**src/rtl/shp_pkg.sv**
```systemverilog
`timescale 1ns / 1ps
`default_nettype none

package shp_pkg;

	localparam int unsigned DATA_W        = 32;
	localparam int unsigned PROD_W        = 64;
	localparam int unsigned ORD_W         = 4;
	localparam int unsigned CFG_INDEX_W   = 3;
	localparam int unsigned NUM_COEF_REGS = 6;

	// register map
	localparam logic [CFG_INDEX_W-1:0] REG_LOWEST_ORDER = 3'd6;
	localparam logic [CFG_INDEX_W-1:0] REG_SHIFT        = 3'd7;

	localparam logic signed [DATA_W-1:0] Q_ONE   = 32'sh0001_0000;
	localparam logic signed [DATA_W-1:0] S32_MAX = 32'sh7FFF_FFFF;
	localparam logic signed [DATA_W-1:0] S32_MIN = 32'sh8000_0000;
	localparam logic signed [PROD_W-1:0] RND_HALF = 64'sd32768;

	typedef struct packed {
		logic                     valid;
		logic signed [DATA_W-1:0] d;
		logic signed [DATA_W-1:0] acc;
		logic                     ovf;
	} shp_word_t;

	function automatic logic ovf33(input logic [DATA_W:0] v);
		return v[DATA_W] != v[DATA_W-1];
	endfunction

	function automatic logic signed [DATA_W-1:0] sat33(input logic [DATA_W:0] v);
		logic signed [DATA_W-1:0] r;
		if (v[DATA_W] != v[DATA_W-1]) begin
			r = v[DATA_W] ? S32_MIN : S32_MAX;
		end else begin
			r = v[DATA_W-1:0];
		end
		return r;
	endfunction

endpackage

`default_nettype wire

```
**src/rtl/shp_step.sv**
```systemverilog
`timescale 1ns / 1ps
`default_nettype none

module shp_step (
	input  wire logic                              clk,
	input  wire logic                              arst_n,
	input  wire logic                              adv,
	input  wire shp_pkg::shp_word_t                in_w,
	input  wire logic signed [shp_pkg::DATA_W-1:0] addend,
	input  wire logic                              use_mul,
	output shp_pkg::shp_word_t                     out_w
);
	import shp_pkg::*;

	shp_word_t                w_s1;
	logic signed [PROD_W-1:0] prod_s1;
	shp_word_t                w_s2;

	logic signed [PROD_W-1:0] rnd;
	logic [PROD_W-17:0]       q;
	logic                     q_ovf;
	logic signed [DATA_W-1:0] r32;
	logic [DATA_W:0]          sum;
	shp_word_t                nxt;

	// stage 1: full product of d and the running value
	always_ff @(posedge clk or negedge arst_n) begin
		if (!arst_n) begin
			w_s1    <= '0;
			prod_s1 <= '0;
		end else if (adv) begin
			w_s1    <= in_w;
			prod_s1 <= PROD_W'(in_w.d) * PROD_W'(in_w.acc);
		end
	end

	// stage 2: round to nearest (ties up), saturate, add, saturate; without use_mul the word passes unchanged
	always_comb begin
		rnd   = prod_s1 + RND_HALF;
		q     = rnd[PROD_W-1:16];
		q_ovf = !((&q[PROD_W-17:DATA_W-1]) || !(|q[PROD_W-17:DATA_W-1]));
		if (q_ovf) begin
			r32 = q[PROD_W-17] ? S32_MIN : S32_MAX;
		end else begin
			r32 = q[DATA_W-1:0];
		end
		sum = {r32[DATA_W-1], r32} + {addend[DATA_W-1], addend};
		nxt = w_s1;
		if (use_mul) begin
			nxt.acc = sat33(sum);
			nxt.ovf = w_s1.ovf | q_ovf | ovf33(sum);
		end
	end

	always_ff @(posedge clk or negedge arst_n) begin
		if (!arst_n) begin
			w_s2 <= '0;
		end else if (adv) begin
			w_s2 <= nxt;
		end
	end

	assign out_w = w_s2;

endmodule

`default_nettype wire
```
**config.mk**
```make
export PLATFORM = sky130hd
export DESIGN_NAME = shp_step
export DESIGN_NICKNAME = d
export VERILOG_FILES = /design/src/rtl/shp_pkg.sv /design/src/rtl/shp_step.sv
export SDC_FILE = /design/constraint.sdc
export NUM_CORES = 2
export LEC_CHECK = 0
export ABC_CLOCK_PERIOD_IN_PS = 8600
export BUFFER_PORTS_ARGS = -buffer_cell sky130_fd_sc_hd__buf_2
export CAP_MARGIN = 5
export CORE_MARGIN = 10
export CORE_UTILIZATION = 55
export DETAILED_ROUTE_END_ITERATION = 8
export PLACE_DENSITY = 0.72
export SKIP_LAST_GASP = 1
export SLEW_MARGIN = 20
export SYNTH_ARGS = -nofsm -noshare
export SYNTH_HDL_FRONTEND = slang
export SYNTH_SLANG_ARGS = --single-unit
```
**constraint.sdc**
```tcl
create_clock -name clk -period 8.6 [get_ports clk]
set_input_delay 0.86 -clock clk [delete_from_list [all_inputs] [get_ports clk]]
set_output_delay 0.86 -clock clk [all_outputs]
set_load 0.1 [all_outputs]
```
==> results.toml <==
[critical_path]
timing.rr.end = "out_w[9]"
end_kind = "flop"
path_cells = "buf_2 -> and2_1 -> fa_1 -> fa_1 -> fa_1 -> inv_1 -> fa_1 -> inv_1 -> fa_1 -> fa_1 -> inv_1 -> fa_1 -> inv_1 -> fa_1 -> ha_1 -> nand3_1 -> nor4_1 -> o21ai_0 -> nor3_1 -> a21oi_1 -> o21a_1 -> o31ai_1 -> xnor2_1 -> a21oi_1"
rrSetupSlack_ps = 1260
path_max_fanout = 25
crit_top_cell = "fa_1"
slowest_stage = "fa_1"
crit_start = "in_w[4]"
slowest_delay_ps = 560
arrival_ps = 8510
rr_worst_depth = 23
critPathKind = "in -> reg"
start_kind = "primary input"
reg2reg_from = "prod_s1[16]"
crit_required_ps = 8930
worstSetupEndpoint = "prod_s1[63]"

[floorplanning]
coreArea_mm2 = 0.0822
die_width_um = 309
fp-row-count = 105
die_height_um = 309
die_area_mm2 = 0.0952
initial_utilization_pct = 55.7
boundaryPins = 168

[place]
dp.final_hpwl_mm = 99.4
io_buffers = 167
gp_congestion = 0.945

[timing]
clock-skew-final_ps = 14.6
maxSlewHeadroom_pct = 27.3
drv_slew = 0
worst_pin_slew_ps = 1090
fmaxAchievable_mhz = 122
rsz0062_at_grt = "false"
setup_viol = 0
finalCritPeriodShare_pct = 95.1
setup-tns-final_ps = 0
finalHoldViolCount = 0
period_minus_slack_ps = 8180

[layout]
nets = 6193
ff_latch_area_mm2 = 0.00453
syn2layout_area_growth_pct = 6.12
drive_gt1_share_pct = 10.1
num-fill-cells = 6988
multi_input_area_mm2 = 0.0366
final_common_cell = "fa_1"
final_cell_mix = "fa_1, inv_1, nand2_1"

[logic_synthesis]
synth_area_per_cell_um2 = 9.64
synth_nets = 6148
yosysSeqAreaShare_pct = 9.89
netlist_area_mm2 = 0.0458
synth_cell_types = 80
synth_enable_flop_cells = 0
ys_warn_count = 0
async_flop_share_pct = 100
synth-main-ff-cell = "dfrtp_1"
yosys.area.top_type_share_pct = 47.3
yosys_register_bits = 181
ys_top_cells_by_area = "fa_1, dfrtp_1, inv_1"
yosysTopAreaCell = "fa_1"
syn_inst = 4751

[routing]
postRouteAntennaNets = 0
via_count = 32800
first_iter_violations = 1836
viasPerCell = 5.57
drc_errors = 0
wl_mm = 118
first_pass_iters = 6
wl_per_cell_um = 20.1

[cts]
cts-root-buf = "clkbuf_16"
cts_hold_buffers = 0
numCtsBuffers = 17
cts_tree = "yes"
htree_levels = 4
clockBufferDepth = 2
insertion_delay_ps = 480
cts_sinks = 181
ctsResizeCount = 0
postCtsSetupBuffers = 0
path_clk_slew_ps = 90

[grt]
grt_util_all_layers_pct = 26.2
grt_overflow = 0
grt_pass1_wl_mm = 198
grt_pass1_vias = 36600
grt_max_degree = 79
antenna_found_initial = 5

[hold_path]
hold_path.class = "in -> async"

[flow_run]
timing.max_cap.violations = 0

[run_status]
outcome = "finished clean"
-- metal layers --
layer	vias up	part of all wire, %	global-route usage [%]
li1	14300	-	-
met1	17200	41	34.5
met2	1053	49	44.0
met3	257	5.3	3.11
met4	4	4.3	10.0
met5	-	0.039	0
-- state kept, by name, indices dropped and copies added, names as in the netlist --
signal	count
prod_s1	49
out_w	66
nxt	33
w_s1	33
-- worst min path at each step --
stage	slack, ps	cells past startpoint	to	startpoint
finish	390	1	out_w[33]	arst_n
detailed placement	460	1	out_w[32]	out_w[32]
floorplan	470	2	out_w[0]	w_s1[0]
CTS	400	1	out_w[33]	arst_n
global route	420	1	nxt[36]	arst_n
global placement	460	1	out_w[32]	out_w[32]
-- critical path: cells and delay by family --
kind	cells	cell delay (ps)
and+or+nand+nor	4	1110
AOI/OAI and AO/OA	5	780
adders and majority gates	9	4440
buffers and inverters	5	1100
xor gates and xnor gates	1	160
-- layout make-up --
| type | count | share of cell area, % |
|---|---|---|
| multi-input cells | 3339 | 75.3 |
| flip-flops and latches | 181 | 9.32 |
| inverters | 967 | 7.47 |
| repair buffers | 290 | 3.84 |
| well taps | 1070 | 2.76 |
| clock buffers | 17 | 0.875 |
| clock inverters | 15 | 0.399 |
| diodes | 5 | 0.0257 |
-- cells in the mapped netlist, drive strengths merged, types with 21 or more instances --
library cell  instances
fa                 1082
inv                 966
nand2               552
and2                525
clkbuf              246
ha                  213
dfrtp               181
nor2                138
mux2                133
a21oi               111
xnor2                79
o21ai                67
a21o                 46
nand3                45
xor2                 44
nand4                35
a221oi               23
nand2b               21
-- metrics by stage --
| stage | worst slack [ps] | utilization, % | area, um2 | hold WS [ps] | instances |
|---|---|---|---|---|---|
| after floorplan | 232 | - | 45800 | 473 | 4751 |
| after detailed placement | 50.7 | 58.3 | 48000 | 465 | 5847 |
| final | 422 | 59.1 | 48600 | 393 | 5884 |
| after global placement | 130 | 58.3 | 48000 | 462 | 5847 |
| after CTS | 497 | 59.1 | 48600 | 401 | 5879 |
| after global routing | 20.0 | 59.1 | 48600 | 418 | 5881 |
-- cells by family after synthesis --
group                      after synthesis  synth area share [%]
buffers and inverters                 1231                  10.2
AOI/OAI and AO/OA                      380                  5.61
muxes                                  140                  3.42
and+or+nand+nor                       1401                  15.4
DFF                                    181                  9.89
xor gates and xnor gates               123                  2.35
adders and majority gates             1295                  53.1
Power is not shown: default switching activity piles up to over one toggle a cycle in this logic, so the estimate is an artifact.
