### config.mk
export PLATFORM = sky130hd
export DESIGN_NAME = shp_cfg
export DESIGN_NICKNAME = d
export VERILOG_FILES = /design/src/rtl/shp_pkg.sv /design/src/rtl/shp_cfg.sv
export SDC_FILE = /design/constraint.sdc
export NUM_CORES = 1
export LEC_CHECK = 0
export ABC_AREA = 1
export ABC_CLOCK_PERIOD_IN_PS = 800
export BUFFER_PORTS_ARGS = -buffer_cell sky130_fd_sc_hd__buf_4
export CORE_MARGIN = 4
export CORE_UTILIZATION = 26
export DETAILED_ROUTE_END_ITERATION = 8
export SETUP_SLACK_MARGIN = 0.15
export SKIP_CTS_REPAIR_TIMING = 1
export SYNTH_ARGS = -nofsm -noshare
export SYNTH_HDL_FRONTEND = slang
export SYNTH_SLANG_ARGS = --single-unit
### constraint.sdc
create_clock -name clk -period 0.8 [get_ports clk]
set_input_delay 0.08 -clock clk [delete_from_list [all_inputs] [get_ports clk]]
set_output_delay 0.08 -clock clk [all_outputs]
set_load 0.005 [all_outputs]
### src/rtl/shp_pkg.sv
`timescale 1ns / 1ps
`default_nettype none

package shp_pkg;

	localparam int unsigned DATA_W        = 32;
	localparam int unsigned PROD_W        = 64;
	localparam int unsigned ORD_W         = 4;
	localparam int unsigned CFG_INDEX_W   = 3;
	localparam int unsigned NUM_COEF_REGS = 6;

	// register map
	localparam logic [CFG_INDEX_W-1:0] REG_LOWEST_ORDER = 3'd6;
	localparam logic [CFG_INDEX_W-1:0] REG_SHIFT        = 3'd7;

	localparam logic signed [DATA_W-1:0] Q_ONE   = 32'sh0001_0000;
	localparam logic signed [DATA_W-1:0] S32_MAX = 32'sh7FFF_FFFF;
	localparam logic signed [DATA_W-1:0] S32_MIN = 32'sh8000_0000;
	localparam logic signed [PROD_W-1:0] RND_HALF = 64'sd32768;

	typedef struct packed {
		logic                     valid;
		logic signed [DATA_W-1:0] d;
		logic signed [DATA_W-1:0] acc;
		logic                     ovf;
	} shp_word_t;

	function automatic logic ovf33(input logic [DATA_W:0] v);
		return v[DATA_W] != v[DATA_W-1];
	endfunction

	function automatic logic signed [DATA_W-1:0] sat33(input logic [DATA_W:0] v);
		logic signed [DATA_W-1:0] r;
		if (v[DATA_W] != v[DATA_W-1]) begin
			r = v[DATA_W] ? S32_MIN : S32_MAX;
		end else begin
			r = v[DATA_W-1:0];
		end
		return r;
	endfunction

endpackage

`default_nettype wire

### src/rtl/shp_cfg.sv
`timescale 1ns / 1ps
`default_nettype none

module shp_cfg #(
	parameter int unsigned NUM_COEFS = 6
) (
	input  wire logic                                   clk,
	input  wire logic                                   arst_n,
	input  wire logic                                   cfg_valid,
	output logic                                        cfg_ready,
	input  wire logic [shp_pkg::CFG_INDEX_W-1:0]        cfg_index,
	input  wire logic [shp_pkg::DATA_W-1:0]             cfg_data,
	output logic signed [shp_pkg::DATA_W-1:0]           coef [NUM_COEFS],
	output logic [2:0]                                  lowest_order,
	output logic signed [shp_pkg::DATA_W-1:0]           shift
);
	import shp_pkg::*;

	logic signed [DATA_W-1:0] coef_q [NUM_COEFS];
	logic [2:0]               lowest_order_q;
	logic signed [DATA_W-1:0] shift_q;
	logic                     wr;

	assign cfg_ready = 1'b1;
	assign wr        = cfg_valid & cfg_ready;

	// coefficient slots past NUM_COEFS are not stored: writes there drop
	always_ff @(posedge clk or negedge arst_n) begin
		if (!arst_n) begin
			for (int i = 0; i < NUM_COEFS; i++) begin
				coef_q[i] <= '0;
			end
			lowest_order_q <= '0;
			shift_q        <= '0;
		end else if (wr) begin
			for (int i = 0; i < NUM_COEFS; i++) begin
				if (cfg_index == CFG_INDEX_W'(i)) begin
					coef_q[i] <= cfg_data;
				end
			end
			if (cfg_index == REG_LOWEST_ORDER) begin
				lowest_order_q <= cfg_data[2:0];
			end
			if (cfg_index == REG_SHIFT) begin
				shift_q <= cfg_data;
			end
		end
	end

	assign coef         = coef_q;
	assign lowest_order = lowest_order_q;
	assign shift        = shift_q;

endmodule

`default_nettype wire

==> summary.md, run 1 <==
After routing, the total negative slack on setup checks comes to -74.05 ns. After routing the design area is 15100 sq um. Proportion of power drawn by the clock network: 0.315. The DRC marker count from the first detailed-route iteration is 571. Final critical delay including setup and external delays: 1.17 ns. Traced cell by cell, the critical path runs through buf_6. The floorplan step defined a die boundary enclosing 36800 sq um. The routed via count was 8369; the fraction of the cycle the final worst path needs was 1.46. Setup repair after global routing could not meet its margin everywhere. At the worst endpoint, the required time is 0.72 ns. Post-synthesis instance area: 8780 sq um. The logs give 13 for the final hold violation count and 3 for the maximum clock path buffer count. The die extent in x works out to 192 um. The floorplan step defined a core boundary enclosing 33400 sq um. For the total internal power, the log shows 27.2 mW. The count of buffers from port buffering is 264.

Slack of the critical path: -0.372 ns. After floorplanning, the core was divided into 67 placement rows. In this run the worst path has a maximum fanout of 2.

Root buffer selected by CTS: sky130_fd_sc_hd__clkbuf_16. The count of different cell masters after synthesis was 12; the data arrival time of the critical path was 1.09 ns. The final clock skew was 0 ns.

Hold slack: -0.0333 ns. Tracing the worst setup path back leads to its startpoint at shift[0]. The worst register-to-register path ends at coef[161].

The overall power after layout came out at 37.8 mW. The total number of yosys warnings came out at 0. The final layout contains 1445 nets.

The post-synthesis share of cell area spent on xor and xnor gates came out at 0. The detailed-route wire length per cell came out at 18.1 um. 266 I/O pins were placed. Timing would allow up to 0.853 GHz. The first global-routing pass estimated 47900 um of wire.

The tools report the final core area utilization as 0.451. The worst stage delay on the critical path was 0.43 ns. The simple-gate share of the synthesized area works out to 0.320. Initial core utilization: 0.262. The number of global-route vias before repair was 7931. The slowest stage of the critical path belongs to the cell sky130_fd_sc_hd__dfrtp_1.

The tools report the number of antenna violations at the first check in global routing as 0. The critical path is of the flop to primary output type. The sequential group share of total power was 0.411; the die extent in y was 192 um. Dividing total power by cell area gives a power density of 2510 nW/um^2. The source of the worst register-to-register timing path is coef[161].

The largest net degree at the start of global routing is 64, and the reported leakage power is 7.89 nW. The detail route stage leaves a number of antenna-violating nets equal to 0. The weighted congestion at the end of routability-driven global placement is 0.780.

Compound-cell area share of the yosys netlist: 0. The clock-pin transition on the worst setup and hold timing paths was 0.06 ns; the switching component of the power was 10.6 mW. At the later pin of the worst-skew pair, clock insertion delay measures 0.52 ns. By area, the combinational part of the netlist is dominated by simple AND/OR/NAND/NOR gates. After detailed placement, the total cell area comes to 12100 sq um.

Once placement completed, the tool counted placed cells totaling 1698. The TritonCTS buffer count came out at 26. After synthesis the netlist holds a flip-flop and latch count of 227. After legalization and detailed placement, the total HPWL measured 22600 um. Counting every net in the synthesized netlist gives 1034. TritonCTS built the clock tree.

The worst-case IR drop observed on VDD is 1.70 mV. The clock drives 227 sinks. The launching element type of the critical path was a flop. The mux contribution to synthesized area was 0; the part of the total power dissipated in combinational logic was 0.274. The area added between synthesis and finish is 71.8%. In this run the worst hold path is classified as input port to asynchronous set/reset pin. The number of antenna diodes in the final layout is 0. For this run the aggregate overflow at the end of global routing stands at 0.

The area share of fa/ha/maj cells after synthesis was 0. In this design, the largest share of critical-path delay is due to flip-flops. After detailed routing, the number of remaining DRC violations is 0.

The checks that failed: hold timing, setup timing. The synthesized area per cell is 8.81 sq um. The max-slew violation total from the final report was 0. For this run, the number of standard cells in the final layout without fillers is 1874. The path depth of the worst reg2reg path came out at 4. The sum of buffers and inverters on the critical path was 1.

The tools report the gate count of the mapped netlist as 996. The number of failing setup endpoints in the final timing report is 228, and the part of the Yosys area used for sequential elements is 0.647. Prior to clock tree synthesis, the placed netlist has a worst setup slack of -0.354 ns. For the number of H-tree levels, the log shows 1. The flow ran to the end, but the final reports show violations.

The worst register-to-register path has a setup slack of -0.07 ns. Max-cap violations in this run came to 0. After detailed routing, the total wire length is 33900 um.

Proportion of total power due to net switching: 0.280. The global-route usage over all layers is 0.167, and the via density per instance is 4.47. The worst setup path is captured at a primary output.

The pre-antenna-repair detailed-routing pass consisted of 6 iterations. The share of final-layout standard cells stronger than drive strength 1 works out to 0.394.
==> power by group through the flow <==
stage | Sequential, mW | Combinational [mW] | Clock, mW
after floorplan | 15.1 | 2.14 | 0
after global placement | 15.3 | 7.20 | 0
after detailed placement | 15.3 | 7.33 | 0
after CTS | 15.1 | 7.34 | 12.3
after global routing | 15.7 | 11.3 | 12.6
final | 15.5 | 10.4 | 11.9
==> cell type report <==
cell class	instances	area (sq um)
Timing Repair Buffer	443	4730
Clock inverter	13	97.6
Tap cell	448	561
Multi-Input combinational cell	703	3190
Fill cell	3102	18400
Inverter	6	52.6
Sequential cell	227	5680
Clock buffer	34	772
==> flip-flops by register name (all words and copies together), names as in the netlist <==
name	flops
lowest_order	3
coef	192
shift	32
==> worst max path at each step <==
stage	to	slack [ns]	cells after the start
after global routing	coef[31]	-0.40	1
after detailed placement	coef[109]	-0.35	7
after CTS	coef[142]	-0.42	1
final	shift[0]	-0.37	1
after global placement	coef[113]	-0.29	7
after floorplan	coef[65]	-0.009	6
==> synthesized netlist by cell type (all sizes together) <==
cell type / instances / area share
nand2: 566 / 0.24
dfrtp: 227 / 0.65
nand3: 128 / 0.073
clkbuf: 35 / 0.015
buf: 25 / 0.015
nor2: 8 / 0.0048
inv: 6 / 0.0026
conb: 1 / 0.00043
==> cells by family (layout without fill, tap and decap cells) <==
family	count (synthesis)	in the layout
simple gates	702	702
buf+inv	66	496
flops	227	227
other cells	1	1
==> routing by layer <==
| metal | routed length [um] | vias up | GRT usage |
|---|---|---|---|
| li1 | - | 3909 | - |
| met1 | 13800 | 4080 | 0.224 |
| met3 | 2930 | 48 | 0.0449 |
| met4 | 605 | 0 | 0.0406 |
| met2 | 16500 | 332 | 0.271 |
| met5 | 0 | - | 0 |
==> layout by cell type, fill, tap and decap left out, types with 2 or more instances in the layout <==
master,count
sky130_fd_sc_hd__nor2_4,7
sky130_fd_sc_hd__clkbuf_8,7
sky130_fd_sc_hd__buf_4,128
sky130_fd_sc_hd__buf_12,30
sky130_fd_sc_hd__nand2_1,503
sky130_fd_sc_hd__inv_2,2
sky130_fd_sc_hd__nand2_4,6
sky130_fd_sc_hd__clkinv_2,9
sky130_fd_sc_hd__clkinvlp_4,3
sky130_fd_sc_hd__nand3_2,30
sky130_fd_sc_hd__buf_6,251
sky130_fd_sc_hd__nand3_1,98
sky130_fd_sc_hd__dfrtp_1,227
sky130_fd_sc_hd__nand2_2,57
sky130_fd_sc_hd__inv_12,2
sky130_fd_sc_hd__clkbuf_16,27
sky130_fd_sc_hd__dlygate4sd3_1,33
(Power assumes the default switching activity.)
==> run 2: changes to the inputs <==
- REMOVE_ABC_BUFFERS: unset -> 1
==> summary.md, run 2 (same netlist as run 1, synthesis figures left out) <==
The number of detailed-route iterations in the first pass is 5 (-1). Leaving out fill and tap cells, the most frequent cells in the layout are 499 x sky130_fd_sc_hd__nand2_1, 257 x sky130_fd_sc_hd__buf_6, 227 x sky130_fd_sc_hd__dfrtp_1. The count of buffers from port buffering works out to 264 (unchanged). The largest net degree at the start of global routing was 38 (-41%). The logs give 0.319 (+0.004) for the proportion of power drawn by the clock network and 0 (unchanged) for the number of antenna violations at the first check in global routing.

The final hold violation count was 3 (-10); the setup TNS was -72.25 ns (+1.80 ns). The tools report the launching element type of the critical path as a flop. The cell at the slowest stage of the critical path was sky130_fd_sc_hd__dfrtp_1.

The tools report the number of max-cap violations as 0 (unchanged). Setup repair after global routing could not meet its margin everywhere. The maximum clock path buffer count came out at 3 (unchanged).

The tools report the total internal power as 27.5 mW (+0.88%). The library cell used most frequently in the layout, excluding fill and tap cells, is sky130_fd_sc_hd__nand2_1. The final wirelength came out at 33100 um (-2.3%).

The die extent in x is 192 um (unchanged). The TritonCTS buffer count was 27 (+3.8%); the clock-pin transition on the worst setup and hold timing paths was 0.06 ns (about the same). The final reports fail on hold timing, setup timing.

The sum of net half-perimeters after detailed placement is 22000 um (-2.7%). The tools report the maximum achievable frequency as 0.864 GHz (+1.2%). The data arrival time of the critical path is 1.08 ns (about the same), and the DRC marker count from the first detailed-route iteration is 480 (-16%).

The tools report the number of nets in the finished design as 1450 (+0.35%). The tools report the initial core utilization as 0.262 (unchanged). The final clock skew came out at 0 ns (unchanged). The tools report the die outline area as 36800 sq um (unchanged).

The clock insertion delay at the later pin of the skew report was 0.51 ns (about the same); the hold slack was -0.0360 ns (-0.00262 ns). The detailed-route wire length per cell works out to 17.6 um (-2.5%). Family of cells with the greatest summed delay on the critical path: flip-flops. The worst stage delay on the critical path works out to 0.42 ns (about the same). Cell count after placement: 1702 (+0.24%). The weighted congestion at the end of routability-driven global placement came out at 0.784 (+0.59%).

Traced cell by cell, the critical path runs through buf_6. The run finished, with violations left. The die extent in y is 192 um (unchanged), and the total of fill cells in the finished design is 3157 (+1.8%). The placeable core region is 33400 sq um (unchanged). The sum of buffers and inverters on the critical path was 1 (unchanged). The via density per instance was 4.40 (-1.4%); the filler-free cell count of the finished design was 1879 (+0.27%).

TritonCTS built the clock tree. Reported leakage power: 7.84 nW (-0.61%). For the critical path data required time, the log shows 0.72 ns (about the same). The run gives 1.36 mV (-20%) as the maximum resistive drop on vdd. The tools report the max-slew violation total from the final report as 0 (unchanged). The tools report the switching component of the power as 10.5 mW (-0.70%). The part of the total power dissipated in combinational logic is 0.273 (about the same), and the slack of the critical path is -0.357 ns (+0.0144 ns). The sequential group share of total power came out at 0.408 (-0.003). The tools report the antenna diode instance count as 0 (unchanged). The fraction of the cycle the final worst path needs was 1.45 (-0.0180). The worst setup slack before clock tree synthesis was -0.248 ns (+0.106 ns). The final critical delay including setup and external delays is 1.16 ns (-0.0144 ns), and the area added between synthesis and finish is 69.3%. The global-route wire length before repair was 47300 um (-1.3%); the worst-path maximum fanout was 2 (unchanged).

Share of final-layout standard cells stronger than drive strength 1: 0.374 (-0.0202). The kind of path behind the tightest hold check was input port to flop. The remaining global-route overflow was 0 (unchanged).

The tree is rooted in a sky130_fd_sc_hd__clkbuf_16. The run gives 0 (unchanged) as the remaining antenna violation count after routing. The clock sink total is 227 (unchanged). The critical path in this run is classified as flop to primary output. The proportion of total power due to net switching was 0.277 (-0.00318).

The number of failing setup endpoints in the final timing report was 227 (-0.44%). The run gives 7634 (-3.7%) as the number of global-route vias before repair. The run gives 8276 (-1.1%) as the routed via count. The number of rows in the core area is 67 (unchanged), and the DRC violations left is 0 (unchanged). The power density normalized to cell area was 2560 nW/um^2 (+2.0%); the number of H-tree levels was 1 (unchanged). The number of flip-flops in the largest register is 192 (unchanged), and the global-route usage over all layers is 0.165 (-0.00269).

The number of I/O pins was 266 (unchanged). The worst setup path is captured at a primary output.
[run 2: changes by cell type in the layout (fill, tap and decap cells not counted), moves of 4 or more]
| cell | change |
|---|---|
| sky130_fd_sc_hd__nand3_1 | +30 |
| sky130_fd_sc_hd__clkbuf_1 | +5 |
| sky130_fd_sc_hd__buf_12 | -8 |
| sky130_fd_sc_hd__buf_6 | +6 |
| sky130_fd_sc_hd__buf_4 | +6 |
| sky130_fd_sc_hd__nand2_2 | +8 |
| sky130_fd_sc_hd__nand3_2 | -30 |
| sky130_fd_sc_hd__nand2_1 | -4 |
| sky130_fd_sc_hd__clkinv_2 | -4 |
| sky130_fd_sc_hd__nand2_4 | -4 |
[run 2: path summary, 6_finish.rpt]
check                             startpoint         endpoint  slack, ns  cells past startpoint
worst max-delay path                coef[89]         coef[89]      -0.36                      1
worst min-delay path            cfg_index[1]  lowest_order[0]      -0.04                      5
worst max register to register      coef[14]         coef[14]          0                      3
worst min register to register      coef[19]         coef[19]       0.49                      2
max in group asynchronous             arst_n         coef[37]       0.21                      3
min in group asynchronous             arst_n        shift[31]       0.04                      2
[run 2: power by group through the flow]
stage / logic, mW / registers (mW) / clock network, mW
5_1_grt: 11.3 / 15.7 / 12.9
3_3_place_gp: 7.13 / 15.2 / 0
2_1_floorplan: 1.87 / 15.1 / 0
6_report: 10.4 / 15.5 / 12.1
3_5_place_dp: 7.27 / 15.2 / 0
4_1_cts: 7.28 / 15.0 / 12.5
[run 2: per-stage QoR]
step	hold WS [ns]	total power [mW]	utilization	instance area [sq um]
3_5_place_dp	-0.00243	22.5	0.353	11800
4_1_cts	-0.568	34.8	0.379	12700
6_report	-0.0360	38.0	0.444	14900
2_1_floorplan	-0.216	17.0	-	8510
3_3_place_gp	-0.000859	22.3	0.353	11800
5_1_grt	-0.0245	39.9	0.444	14900
[run 2: area by class of cell]
cell class,count,area [sq um],share of cell area
clock buffers,37,763,0.0514
clock inverters,11,116,0.00783
inverters,6,22.5,0.00152
multi-input cells,703,3030,0.204
flip-flops and latches,227,5680,0.382
well taps,448,561,0.0377
repair buffers,447,4690,0.315
[run 2: worst min-delay path, cell delays in order]
cell and delay, ns:
sky130_fd_sc_hd__buf_4 0.14, sky130_fd_sc_hd__nand2_1 0.06, sky130_fd_sc_hd__nor2_1 0.06, sky130_fd_sc_hd__nand2_1 0.05, sky130_fd_sc_hd__nand2_1 0.04
[run 2: routing by layer]
metal | track usage | vias up | share of wire
li1 | - | 3935 | -
met1 | 0.233 | 4072 | 0.44
met2 | 0.254 | 241 | 0.47
met3 | 0.0438 | 28 | 0.074
met4 | 0.0359 | 0 | 0.013
met5 | 0 | - | 0
